===== src/mrwb_pkg.sv =====
// shared types and constants for the max-rgb white balance block
`timescale 1ns / 1ps

package mrwb_pkg;

  // command codes
  localparam logic [1:0] CMD_MEASURE = 2'd0;
  localparam logic [1:0] CMD_CORRECT = 2'd1;
  localparam logic [1:0] CMD_CLEAR   = 2'd2;

  localparam int PIX_W       = 8;
  localparam int QUEUE_DEPTH = 4;
  localparam int QUEUE_AW    = $clog2(QUEUE_DEPTH);
  localparam int QUEUE_CW    = $clog2(QUEUE_DEPTH + 1);

  typedef struct packed {
    logic [1:0]       cmd;
    logic [PIX_W-1:0] blue;
    logic [PIX_W-1:0] green;
    logic [PIX_W-1:0] red;
  } in_beat_t;

  typedef struct packed {
    logic [PIX_W-1:0] out_blue;
    logic [PIX_W-1:0] out_green;
    logic [PIX_W-1:0] out_red;
  } out_beat_t;

  // correct job: pixel plus the maxima in force when it was accepted
  typedef struct packed {
    logic [PIX_W-1:0] blue;
    logic [PIX_W-1:0] green;
    logic [PIX_W-1:0] red;
    logic [PIX_W-1:0] peak_blue;
    logic [PIX_W-1:0] peak_green;
    logic [PIX_W-1:0] peak_red;
  } job_t;

  // queue status seen by the front and back
  typedef struct packed {
    logic full;
    logic empty;
  } queue_stat_t;

endpackage


===== src/mrwb_queue.sv =====
// short job queue between the front and back parts
`timescale 1ns / 1ps

module mrwb_queue (
  input  logic               clk,
  input  logic               rst_n,
  input  logic               push,
  input  mrwb_pkg::job_t     push_job,
  input  logic               pop,
  output mrwb_pkg::job_t     pop_job,
  output mrwb_pkg::queue_stat_t stat
);
  import mrwb_pkg::*;

  job_t                mem [QUEUE_DEPTH];
  logic [QUEUE_AW-1:0] wr_ptr_r;
  logic [QUEUE_AW-1:0] rd_ptr_r;
  logic [QUEUE_CW-1:0] count_r;
  logic                do_push;
  logic                do_pop;

  assign stat.full  = (count_r == QUEUE_CW'(QUEUE_DEPTH));
  assign stat.empty = (count_r == '0);
  assign do_push    = push && !stat.full;
  assign do_pop     = pop && !stat.empty;
  assign pop_job    = mem[rd_ptr_r];

  always_ff @(posedge clk) begin
    if (do_push) begin
      mem[wr_ptr_r] <= push_job;
    end
  end

  always_ff @(posedge clk) begin
    if (!rst_n) begin
      wr_ptr_r <= '0;
      rd_ptr_r <= '0;
      count_r  <= '0;
    end else begin
      if (do_push) begin
        wr_ptr_r <= wr_ptr_r + QUEUE_AW'(1);
      end
      if (do_pop) begin
        rd_ptr_r <= rd_ptr_r + QUEUE_AW'(1);
      end
      if (do_push && !do_pop) begin
        count_r <= count_r + QUEUE_CW'(1);
      end else if (do_pop && !do_push) begin
        count_r <= count_r - QUEUE_CW'(1);
      end
    end
  end

endmodule


===== src/mrwb_front.sv =====
// front part: takes input beats, tracks channel maxima, queues correct jobs
`timescale 1ns / 1ps

module mrwb_front (
  input  logic                  clk,
  input  logic                  rst_n,
  input  logic                  in_valid,
  output logic                  in_ready,
  input  mrwb_pkg::in_beat_t    in_data,
  input  mrwb_pkg::queue_stat_t q_stat,
  output logic                  q_push,
  output mrwb_pkg::job_t        q_job
);
  import mrwb_pkg::*;

  logic [PIX_W-1:0] peak_blue_r;
  logic [PIX_W-1:0] peak_green_r;
  logic [PIX_W-1:0] peak_red_r;
  logic             accept;

  assign in_ready = !q_stat.full;
  assign accept   = in_valid && in_ready;
  assign q_push   = accept && (in_data.cmd == CMD_CORRECT);

  assign q_job.blue       = in_data.blue;
  assign q_job.green      = in_data.green;
  assign q_job.red        = in_data.red;
  assign q_job.peak_blue  = peak_blue_r;
  assign q_job.peak_green = peak_green_r;
  assign q_job.peak_red   = peak_red_r;

  always_ff @(posedge clk) begin
    if (!rst_n) begin
      peak_blue_r  <= '0;
      peak_green_r <= '0;
      peak_red_r   <= '0;
    end else if (accept) begin
      case (in_data.cmd)
        CMD_MEASURE: begin
          if (in_data.blue > peak_blue_r) begin
            peak_blue_r <= in_data.blue;
          end
          if (in_data.green > peak_green_r) begin
            peak_green_r <= in_data.green;
          end
          if (in_data.red > peak_red_r) begin
            peak_red_r <= in_data.red;
          end
        end
        CMD_CLEAR: begin
          peak_blue_r  <= '0;
          peak_green_r <= '0;
          peak_red_r   <= '0;
        end
        default: begin
          // correct goes to the queue, unused code does nothing
        end
      endcase
    end
  end

endmodule


===== src/mrwb_back.sv =====
// back part: multiply, bit-serial divide and result register
`timescale 1ns / 1ps

module mrwb_back (
  input  logic                  clk,
  input  logic                  rst_n,
  input  mrwb_pkg::queue_stat_t q_stat,
  input  mrwb_pkg::job_t        q_job,
  output logic                  q_pop,
  output logic                  out_valid,
  input  logic                  out_ready,
  output mrwb_pkg::out_beat_t   out_data
);
  import mrwb_pkg::*;

  typedef enum logic [2:0] {
    S_IDLE,
    S_MUL,
    S_PREP,
    S_DIV,
    S_DONE
  } state_t;

  localparam int CNT_W = $clog2(PIX_W);

  state_t             state_r;
  logic [CNT_W-1:0]   cnt_r;
  job_t               job_r;
  logic [2*PIX_W-1:0] prod_b_r;
  logic [2*PIX_W-1:0] prod_r_r;
  logic [PIX_W-1:0]   rem_b_r;
  logic [PIX_W-1:0]   rem_r_r;
  logic [PIX_W-1:0]   quo_b_r;
  logic [PIX_W-1:0]   quo_r_r;
  logic               sat_b_r;
  logic               sat_r_r;
  logic               out_valid_r;
  out_beat_t          out_data_r;
  logic [2*PIX_W-1:0] step_b_nxt;
  logic [2*PIX_W-1:0] step_r_nxt;

  // one restoring step: remainder stays below den, quotient bit shifts in
  function automatic logic [2*PIX_W-1:0] div_step(input logic [PIX_W-1:0] rem,
                                                  input logic [PIX_W-1:0] quo,
                                                  input logic [PIX_W-1:0] den);
    logic [PIX_W:0] rem_sh;
    logic [PIX_W:0] diff;
    rem_sh = {rem, quo[PIX_W-1]};
    diff   = rem_sh - {1'b0, den};
    if (rem_sh >= {1'b0, den}) begin
      div_step = {diff[PIX_W-1:0], quo[PIX_W-2:0], 1'b1};
    end else begin
      div_step = {rem_sh[PIX_W-1:0], quo[PIX_W-2:0], 1'b0};
    end
  endfunction

  function automatic logic [PIX_W-1:0] pick(input logic             sat,
                                            input logic [PIX_W-1:0] den,
                                            input logic [PIX_W-1:0] quo);
    if (den == '0) begin
      pick = '0;
    end else if (sat) begin
      pick = '1;
    end else begin
      pick = quo;
    end
  endfunction

  assign step_b_nxt = div_step(rem_b_r, quo_b_r, job_r.peak_blue);
  assign step_r_nxt = div_step(rem_r_r, quo_r_r, job_r.peak_red);

  assign q_pop     = (state_r == S_IDLE) && !q_stat.empty;
  assign out_valid = out_valid_r;
  assign out_data  = out_data_r;

  always_ff @(posedge clk) begin
    if (!rst_n) begin
      state_r     <= S_IDLE;
      cnt_r       <= '0;
      out_valid_r <= 1'b0;
    end else begin
      // in S_DONE the result load below decides the valid bit
      if (out_valid_r && out_ready && state_r != S_DONE) begin
        out_valid_r <= 1'b0;
      end
      case (state_r)
        S_IDLE: begin
          if (!q_stat.empty) begin
            job_r   <= q_job;
            state_r <= S_MUL;
          end
        end
        S_MUL: begin
          prod_b_r <= {{PIX_W{1'b0}}, job_r.blue} * {{PIX_W{1'b0}}, job_r.peak_green};
          prod_r_r <= {{PIX_W{1'b0}}, job_r.red} * {{PIX_W{1'b0}}, job_r.peak_green};
          state_r  <= S_PREP;
        end
        S_PREP: begin
          // high byte at or above den means the quotient will not fit
          sat_b_r <= (prod_b_r[2*PIX_W-1:PIX_W] >= job_r.peak_blue);
          sat_r_r <= (prod_r_r[2*PIX_W-1:PIX_W] >= job_r.peak_red);
          rem_b_r <= prod_b_r[2*PIX_W-1:PIX_W];
          rem_r_r <= prod_r_r[2*PIX_W-1:PIX_W];
          quo_b_r <= prod_b_r[PIX_W-1:0];
          quo_r_r <= prod_r_r[PIX_W-1:0];
          cnt_r   <= '0;
          state_r <= S_DIV;
        end
        S_DIV: begin
          {rem_b_r, quo_b_r} <= step_b_nxt;
          {rem_r_r, quo_r_r} <= step_r_nxt;
          cnt_r <= cnt_r + CNT_W'(1);
          if (cnt_r == CNT_W'(PIX_W - 1)) begin
            state_r <= S_DONE;
          end
        end
        S_DONE: begin
          if (!out_valid_r || out_ready) begin
            out_valid_r          <= 1'b1;
            out_data_r.out_blue  <= pick(sat_b_r, job_r.peak_blue, quo_b_r);
            out_data_r.out_green <= job_r.green;
            out_data_r.out_red   <= pick(sat_r_r, job_r.peak_red, quo_r_r);
            state_r              <= S_IDLE;
          end
        end
        default: begin
          state_r <= S_IDLE;
        end
      endcase
    end
  end

endmodule


===== src/max_rgb_white_balance.sv =====
// top level of the max-rgb white balance block
//
//  channel | ports                          | beat contents
//  --------+--------------------------------+-------------------------------
//  input   | in_valid, in_ready, in_data    | cmd, blue, green, red
//  result  | out_valid, out_ready, out_data | out_blue, out_green, out_red
//
// measure, clear and unused beats are taken one per cycle while the queue has room.
// a correct beat goes through the back part in order: pop, multiply, prep, 8 divide
// steps of the one-bit-per-cycle divider, result load; up to 4 jobs queue.
// reset is synchronous, active low, and empties the queue and zeroes the maxima.
// a stalled result holds in the output register; the front keeps running until
// the queue fills, then in_ready drops.
`timescale 1ns / 1ps

module max_rgb_white_balance (
  input  logic                clk,
  input  logic                rst_n,
  input  logic                in_valid,
  output logic                in_ready,
  input  mrwb_pkg::in_beat_t  in_data,
  output logic                out_valid,
  input  logic                out_ready,
  output mrwb_pkg::out_beat_t out_data
);
  import mrwb_pkg::*;

  queue_stat_t q_stat;
  logic        q_push;
  logic        q_pop;
  job_t        push_job;
  job_t        pop_job;

  mrwb_front u_front (
    .clk      (clk),
    .rst_n    (rst_n),
    .in_valid (in_valid),
    .in_ready (in_ready),
    .in_data  (in_data),
    .q_stat   (q_stat),
    .q_push   (q_push),
    .q_job    (push_job)
  );

  mrwb_queue u_queue (
    .clk      (clk),
    .rst_n    (rst_n),
    .push     (q_push),
    .push_job (push_job),
    .pop      (q_pop),
    .pop_job  (pop_job),
    .stat     (q_stat)
  );

  mrwb_back u_back (
    .clk       (clk),
    .rst_n     (rst_n),
    .q_stat    (q_stat),
    .q_job     (pop_job),
    .q_pop     (q_pop),
    .out_valid (out_valid),
    .out_ready (out_ready),
    .out_data  (out_data)
  );

endmodule


===== config.mk =====
export PLATFORM = sky130hd
export DESIGN_NAME = max_rgb_white_balance
export DESIGN_NICKNAME = d
export VERILOG_FILES = /design/src/mrwb_pkg.sv /design/src/mrwb_queue.sv /design/src/mrwb_front.sv /design/src/mrwb_back.sv /design/src/max_rgb_white_balance.sv
export SDC_FILE = /design/constraint.sdc
export NUM_CORES = 1
export LEC_CHECK = 0
export BUFFER_PORTS_ARGS = -buffer_cell sky130_fd_sc_hd__buf_4
export CAP_MARGIN = 25
export CORE_UTILIZATION = 40
export CTS_CLUSTER_SIZE = 16
export DETAILED_ROUTE_END_ITERATION = 10
export PLACE_DENSITY = 0.54
export SLEW_MARGIN = 20
export SYNTH_ARGS = -nofsm -noshare
export SYNTH_HDL_FRONTEND = slang
export SYNTH_SLANG_ARGS = --single-unit

===== constraint.sdc =====
create_clock -name clk -period 4.6 [get_ports clk]
set_clock_uncertainty 0.2 [all_clocks]
set_input_delay 0.46 -clock clk [delete_from_list [all_inputs] [get_ports clk]]
set_output_delay 0.46 -clock clk [all_outputs]
set_load 0.02 [all_outputs]

* Yosys cells after proc, flatten, opt, wreduce, memory -nomap -nowiden
Memories as Yosys holds them, arrays and structs flattened. A register that Yosys moved wholly into a read port is not among the register bits.
Index checks and enable logic that the tools add are counted.
** Storage, ports and cells
- Output and inout bits :: 26
- Bits in writable memories :: 192
- Memories kept :: 1
- Bits in registers :: 128
** Operators by class
- Equality and inequality tests :: 15
- $mul :: 2
- Bitwise gates (word level) :: 1
- Muxes and demuxes :: 26
- Add/sub/neg operators :: 7
- Reduce and logical (&&, ||, !) cells :: 32
- Order comparisons :: 7
** Memory list
- u_queue.mem :: words 4, width 48, rd ports 1, clocked after Yosys merged registers in 1, wr ports 1, line mrwb_queue.sv:15 : job_t mem [QUEUE_DEPTH];
** Operator list (number)
- case mux 8 bit (2 select lines) :: 7
- 2-to-1 mux 8 bit :: 5
- multiplier 8 x 8 -> 16 bit :: 2
- 2-to-1 mux 16 bit :: 2
- > comparator 8 bit :: 3
- greater-or-equal comparator 9 x 8 -> 1 bit :: 2
- AND reduction 3 bit :: 6
- greater-or-equal comparator 8 bit :: 2
- zero test 8 bit :: 2
- subtractor 8 bit :: 2
- 2-to-1 mux 3 bit :: 5
- case mux 3 bit (5 select lines) :: 1
- inequality test 2 x 1 -> 1 bit, second input constant :: 5
- equality test 3 bit, second input constant :: 3
- logical AND 1 bit :: 9
- adder 3 x 1 -> 3 bit, second input constant :: 2
- equality test 3 x 2 -> 1 bit, second input constant :: 2
- zero test 3 bit :: 2
- case mux 3 bit (2 select lines) :: 1
- AND reduction 2 bit :: 3
- nonzero test 2 bit :: 3
- zero test 1 bit :: 5
- 2-to-1 mux 1 bit :: 5
- adder 2 x 1 -> 2 bit, second input constant :: 2
- 9 further kinds :: 9

* Depth between registers and ports, before layout
- Depth in word-level cells :: 9
- Mapped depth :: 17
- Depth with buffers taken out :: 16

* Cells and area by module
A second synthesis with hierarchy kept.
** Second synthesis, totals
- Cell total of the unflattened synthesis :: 1468
- Area total of the unflattened synthesis :: 19693.9 um^2
** Modules (own cells, without submodules)
- mrwb_back :: cells each 950, instances 1, area each 10488.8 um^2
- mrwb_queue :: cells each 298, instances 1, area each 7400.8 um^2
- mrwb_front :: cells each 220, instances 1, area each 1804.2 um^2

* Worst setup path before layout
Ideal clock, no wire load.
- Path type :: reg2reg
- Start point :: register u_back.job_r[15] (netlist name)
- End point :: register u_back.prod_b_r[15] (data pin)
- Arrival time :: 4180 ps
- Required time :: 4136 ps
- Path buffers :: 1
- Cell stages (with the launch flop) :: 16
- Slack :: -43 ps
- Setup time :: 264 ps
- Cell sequence :: edfxtp_1 -> clkbuf_1 -> nand2_1 -> fa_1 -> fa_1 -> inv_1 -> fa_1 -> inv_1 -> fa_1 -> inv_1 -> ha_1 -> and2_1 -> o21ai_0 -> a31oi_1 -> a221oi_1 -> xnor2_1
** On the way
- Cells in the longest elaborated chain, start to end :: 1
** RTL lines
- from (decl) :: line mrwb_back.sv:28 : job_t job_r;
- from (signal assigned) :: line mrwb_back.sv:89 : job_r <= q_job;
- multiplier 8 x 8 -> 16 bit :: line mrwb_back.sv:94 : prod_b_r <= {{PIX_W{1'b0}}, job_r.blue} * {{PIX_W{1'b0}}, job_r.peak_green};
- to (signal assigned) :: line mrwb_back.sv:94
- to (decl) :: line mrwb_back.sv:29 : logic [2*PIX_W-1:0] prod_b_r;
No other way between the ends.
A chain may end at the register's enable or synchronous reset.

* Worst setup path in the final report
- Start point :: register u_back.job_r[13] (netlist name)
- End point :: register u_back.prod_r_r[12] (data pin)
** On the way
- Cells in the longest elaborated chain, start to end :: 1
** RTL lines
- multiplier 8 x 8 -> 16 bit :: line mrwb_back.sv:95 : prod_r_r <= {{PIX_W{1'b0}}, job_r.red} * {{PIX_W{1'b0}}, job_r.peak_green};
- to (signal assigned) :: line mrwb_back.sv:95
- to (decl) :: line mrwb_back.sv:30 : logic [2*PIX_W-1:0] prod_r_r;
No other way between the ends.

==> Implementation_results.wiki <==
{| class="wikitable"
! Metric !! Value
|-
| Outcome || complete, no violations
|-
| Yosys warnings || 0
|-
| Class of the tightest hold or removal check || in -> reg
|-
| Max-cap violation count || 0
|-
| Maximum fanout along the worst path || 6
|-
| Total number of clock tree sinks || 368
|-
| Critical path's slowest cell || fa_1
|-
| Cell type contributing the most total cell area after synthesis || edfxtp_1
|-
| Total half-perimeter wirelength after legalization and detailed placement || 25,650 um
|-
| Die span in x || 221.2 um
|-
| IO Pins || 56
|-
| Internal power of the cells || around 11 mW
|-
| Largest cells by area after synthesis || edfxtp_1 (52%), ha_1 (8.8%), fa_1 (7.8%)
|-
| Data arrival, critical path || 4570 ps
|-
| Netlist Area Pre-Place || 19,210 um2
|-
| Number of instances in the synthesized netlist || 1,399
|-
| Synth-to-Final Area Change || 17.05%
|-
| Clock tree from TritonCTS || built
|-
| Most common cell after layout, fill and taps aside || edfxtp_1
|-
| Crit-path most repeated cell || fa_1
|-
| Startpoint types || flip-flop
|-
| Clock network fraction of design power || 0.177
|-
| Data required time of the worst path || roughly 4700 ps
|-
| Syn_nets || 1,639
|-
| Final setup violating endpoints || 0
|-
| Number of failing hold endpoints at the final stage || 0
|-
| Count of pins over their slew limit || 0
|-
| Root Buffer || clkbuf_16
|-
| Combinational Power Share || 0.544
|-
| Proportion of netlist area held by the largest area contributor || 0.5157
|-
| Unrepaired setup endpoints after global routing || true
|-
| DRC viols || 0
|-
| Fmax || 223.9 MHz
|-
| Cells along the critical path || buf_6 -> nand2_1 -> fa_1 -> fa_1 -> inv_1 -> fa_1 -> inv_1 -> fa_1 -> inv_2 -> ha_4 -> nand3_1 -> o211ai_1 -> o41ai_4 -> o21bai_1 -> a21oi_1 -> xnor2_1
|-
| Portion of total power attributed to sequential cells || 0.278
|-
| Starting DRC count in detailed routing || 488
|-
| Most frequent cells in the layout || edfxtp_1 (330), inv_1 (142), nand2_1 (126), ha_1 (125), buf_4 (108)
|-
| Minimum clock period after layout || 4466 ps
|-
| Setup TNS || 0 ps
|-
| Total power || ~18 mW
|-
| Critical Path Sink Type || flip-flop
|-
| Critical path start-end classification || reg -> reg
|-
| Number of detailed-route iterations in the first pass || 4
|-
| Switching power as a share of total power || 0.3705
|-
| Clk_lat worst skew || 560 ps
|-
| Number of port buffers || 55
|-
| Via count || about 11k
|-
| Number of antenna violations at the first check in global routing || 1
|-
| Residual overflow from global routing || 0
|-
| Routed WL || 37,870 um
|-
| Largest incremental delay on the critical path || between 400 and 500 ps
|-
| Largest vdd supply drop || 713.5 uV
|-
| Global-route wire length before repair || 61,840 um
|-
| Maximum number of pins on one net before global-route repair || 50
|-
| Die Y-Extent || 221.2 um
|-
| Initial core utilization || 0.4092
|-
| Crit share post-route || 0.9710
|-
| Sequential share of the synthesized area || 0.5553
|-
| Post-synthesis async set-or-reset flop share || 0
|-
| Final nets || between 1.5k and 2k
|-
| Core Footprint || ~47,000 um2
|-
| Maximum buffer depth of the clock tree || 3
|-
| Flops & latches, synth || 368
|-
| Placer congestion estimate || 0.8067
|-
| Fraction of final layout cells with drive strength greater than 1 || 0.1886
|-
| Unique masters post-synth || 62
|-
| Vias/cell || about 5.0
|-
| Per-instance average area after synthesis || 13.73 um2
|-
| Actual slew at the worst max-slew pin || 833.6 ps
|-
| Routed length per instance || about 17 um
|-
| TritonCTS buffer count || between 40 and 50
|-
| Htree depth || 2
|-
| Number of synthesized flops with an enable pin || 330
|-
| Total track usage || 0.1588
|-
| Number of nets with antenna violations after detailed routing || 0
|-
| Clock transition at the register clock pins on the worst setup and hold paths after CTS || 70 ps
|-
| Row count || 79
|-
| Dominant synthesized flop cell || edfxtp_1
|-
| Static leakage || about 8.7 nW
|-
| Via count of the first global-routing pass || 11.54k
|-
| Total power density per cell area || between 700 and 800 nW/um2
|-
| Antenna cells || 0
|-
| Max-slew headroom || 0.4443
|-
| Area of the die || slightly below 50,000 um2
|-
| Net switching power || 6.495 mW
|}
## per-layer routing
metal | wire length, um | track usage | part of all wire | vias up
li1 | - | - | - | 5304
met1 | 17830 | 0.2134 | 0.47 | 5418
met5 | 0 | 0 | 0 | -
met4 | 733 | 0.04015 | 0.019 | 0
met3 | 1227 | 0.02935 | 0.032 | 51
met2 | 18090 | 0.2652 | 0.48 | 116
## cell type report
type	instances	area (um2)
fill	4098	24460
sequential	368	10680
multi-input combinational	839	8023
timing repair buffer	147	1219
clock buffer	49	1056
tap	607	759.5
inverter	151	566.8
clock inverter	26	190.2
## logic make-up (layout without fill, tap and decap cells)
family	count (synthesis)	in the layout	synth area share
xor gates and xnor gates	35	35	0.01595
buffers and inverters	192	373	0.04011
adders and majority gates	210	210	0.1660
DFF	368	368	0.5553
and+or+nand+nor	364	364	0.09742
muxes	73	73	0.06935
AOI/OAI and AO/OA	157	157	0.05581
## power by group through the flow
| stage | clock, mW | combinational (mW) | sequential, mW |
|---|---|---|---|
| after floorplan | 0 | 6.16 | 4.74 |
| after global placement | 0 | 8.15 | 4.94 |
| after detailed placement | 0 | 8.20 | 4.96 |
| after CTS | 3.21 | 8.36 | 4.88 |
| after global routing | 3.31 | 10.9 | 4.94 |
| final | 3.11 | 9.54 | 4.88 |
## flip-flops by register name, summed over array words and instances (netlist names), 2 cells and up
| signal | flops |
|---|---|
| u_queue.rd_ptr_r | 2 |
| u_queue.count_r | 3 |
| u_front.peak_green_r | 8 |
| u_queue.wr_ptr_r | 2 |
| u_back.prod_b_r | 16 |
| u_back.quo_r_r | 8 |
| u_back.quo_b_r | 8 |
| u_back.prod_r_r | 16 |
| u_front.peak_red_r | 8 |
| u_queue.mem | 192 |
| u_back.rem_b_r | 8 |
| u_back.rem_r_r | 8 |
| u_back.state_r | 3 |
| u_back.job_r | 48 |
| u_back.cnt_r | 3 |
| u_back.out_data | 24 |
| u_front.peak_blue_r | 8 |
## synthesized netlist by cell type (all sizes together), types with 8 or more instances
master and number:
mux2i 24, dfxtp 38, nor2 25, nor2b 19, and2 122, edfxtp 330
nor4 8, xor2 9, mux4 48, ha 135, o21a 21, a21oi 33
clkbuf 22, buf 19, nor3 15, a21o 11, nand2 130, nand3 19
o21ai 32, fa 75, o21bai 8, xnor2 26, inv 151
## repair_timing
| item | in CTS | in global routing |
|---|---|---|
| hold endpoints to repair | 120 | 0 |
| resized for setup | 6 | 70 |
| hold buffers | 25 | 0 |
| pin swaps | 3 | 58 |
| buffers inserted | 7 | 16 |
| setup endpoints to repair | 5 | 10 |
## path summary, 6_finish.rpt
| check | startpoint | end | slack (ps) | cells after the start |
|---|---|---|---|---|
| setup / recovery | u_back.job_r[13] | u_back.prod_r_r[12] | 130 | 16 |
| hold reg to reg | u_back.job_r[33] | u_back.out_data[9] | 230 | 0 |
| hold / removal | rst_n | u_back.out_valid | 160 | 2 |
| setup reg to reg | u_back.job_r[13] | u_back.prod_r_r[12] | 130 | 16 |
## critical path: cells and delay by family (launching register included)
kind	cells	cell delay, ps
adder cells (fa/ha/maj)	5	2110
AO/OA/AOI/OAI	4	890
XOR/XNOR	1	90
AND/OR/NAND/NOR	2	150
buffers and inverters	4	310
flip-flops	1	460
## through the flow
step / setup WS, ps / hold slack, ps / utilization / cell area [um2] / std cells
final: 133.5 / 164.9 / 0.4790 / 22490 / 2187
after global placement: 13.02 / 210.7 / 0.4375 / 20540 / 2065
after CTS: -9.404 / 136.4 / 0.4707 / 22100 / 2172
after global routing: -54.04 / 164.0 / 0.4790 / 22490 / 2187
after floorplan: 21.03 / 200.3 / - / 19220 / 1399
after detailed placement: -65.59 / 205.9 / 0.4375 / 20540 / 2065
(Power assumes the default switching activity.)
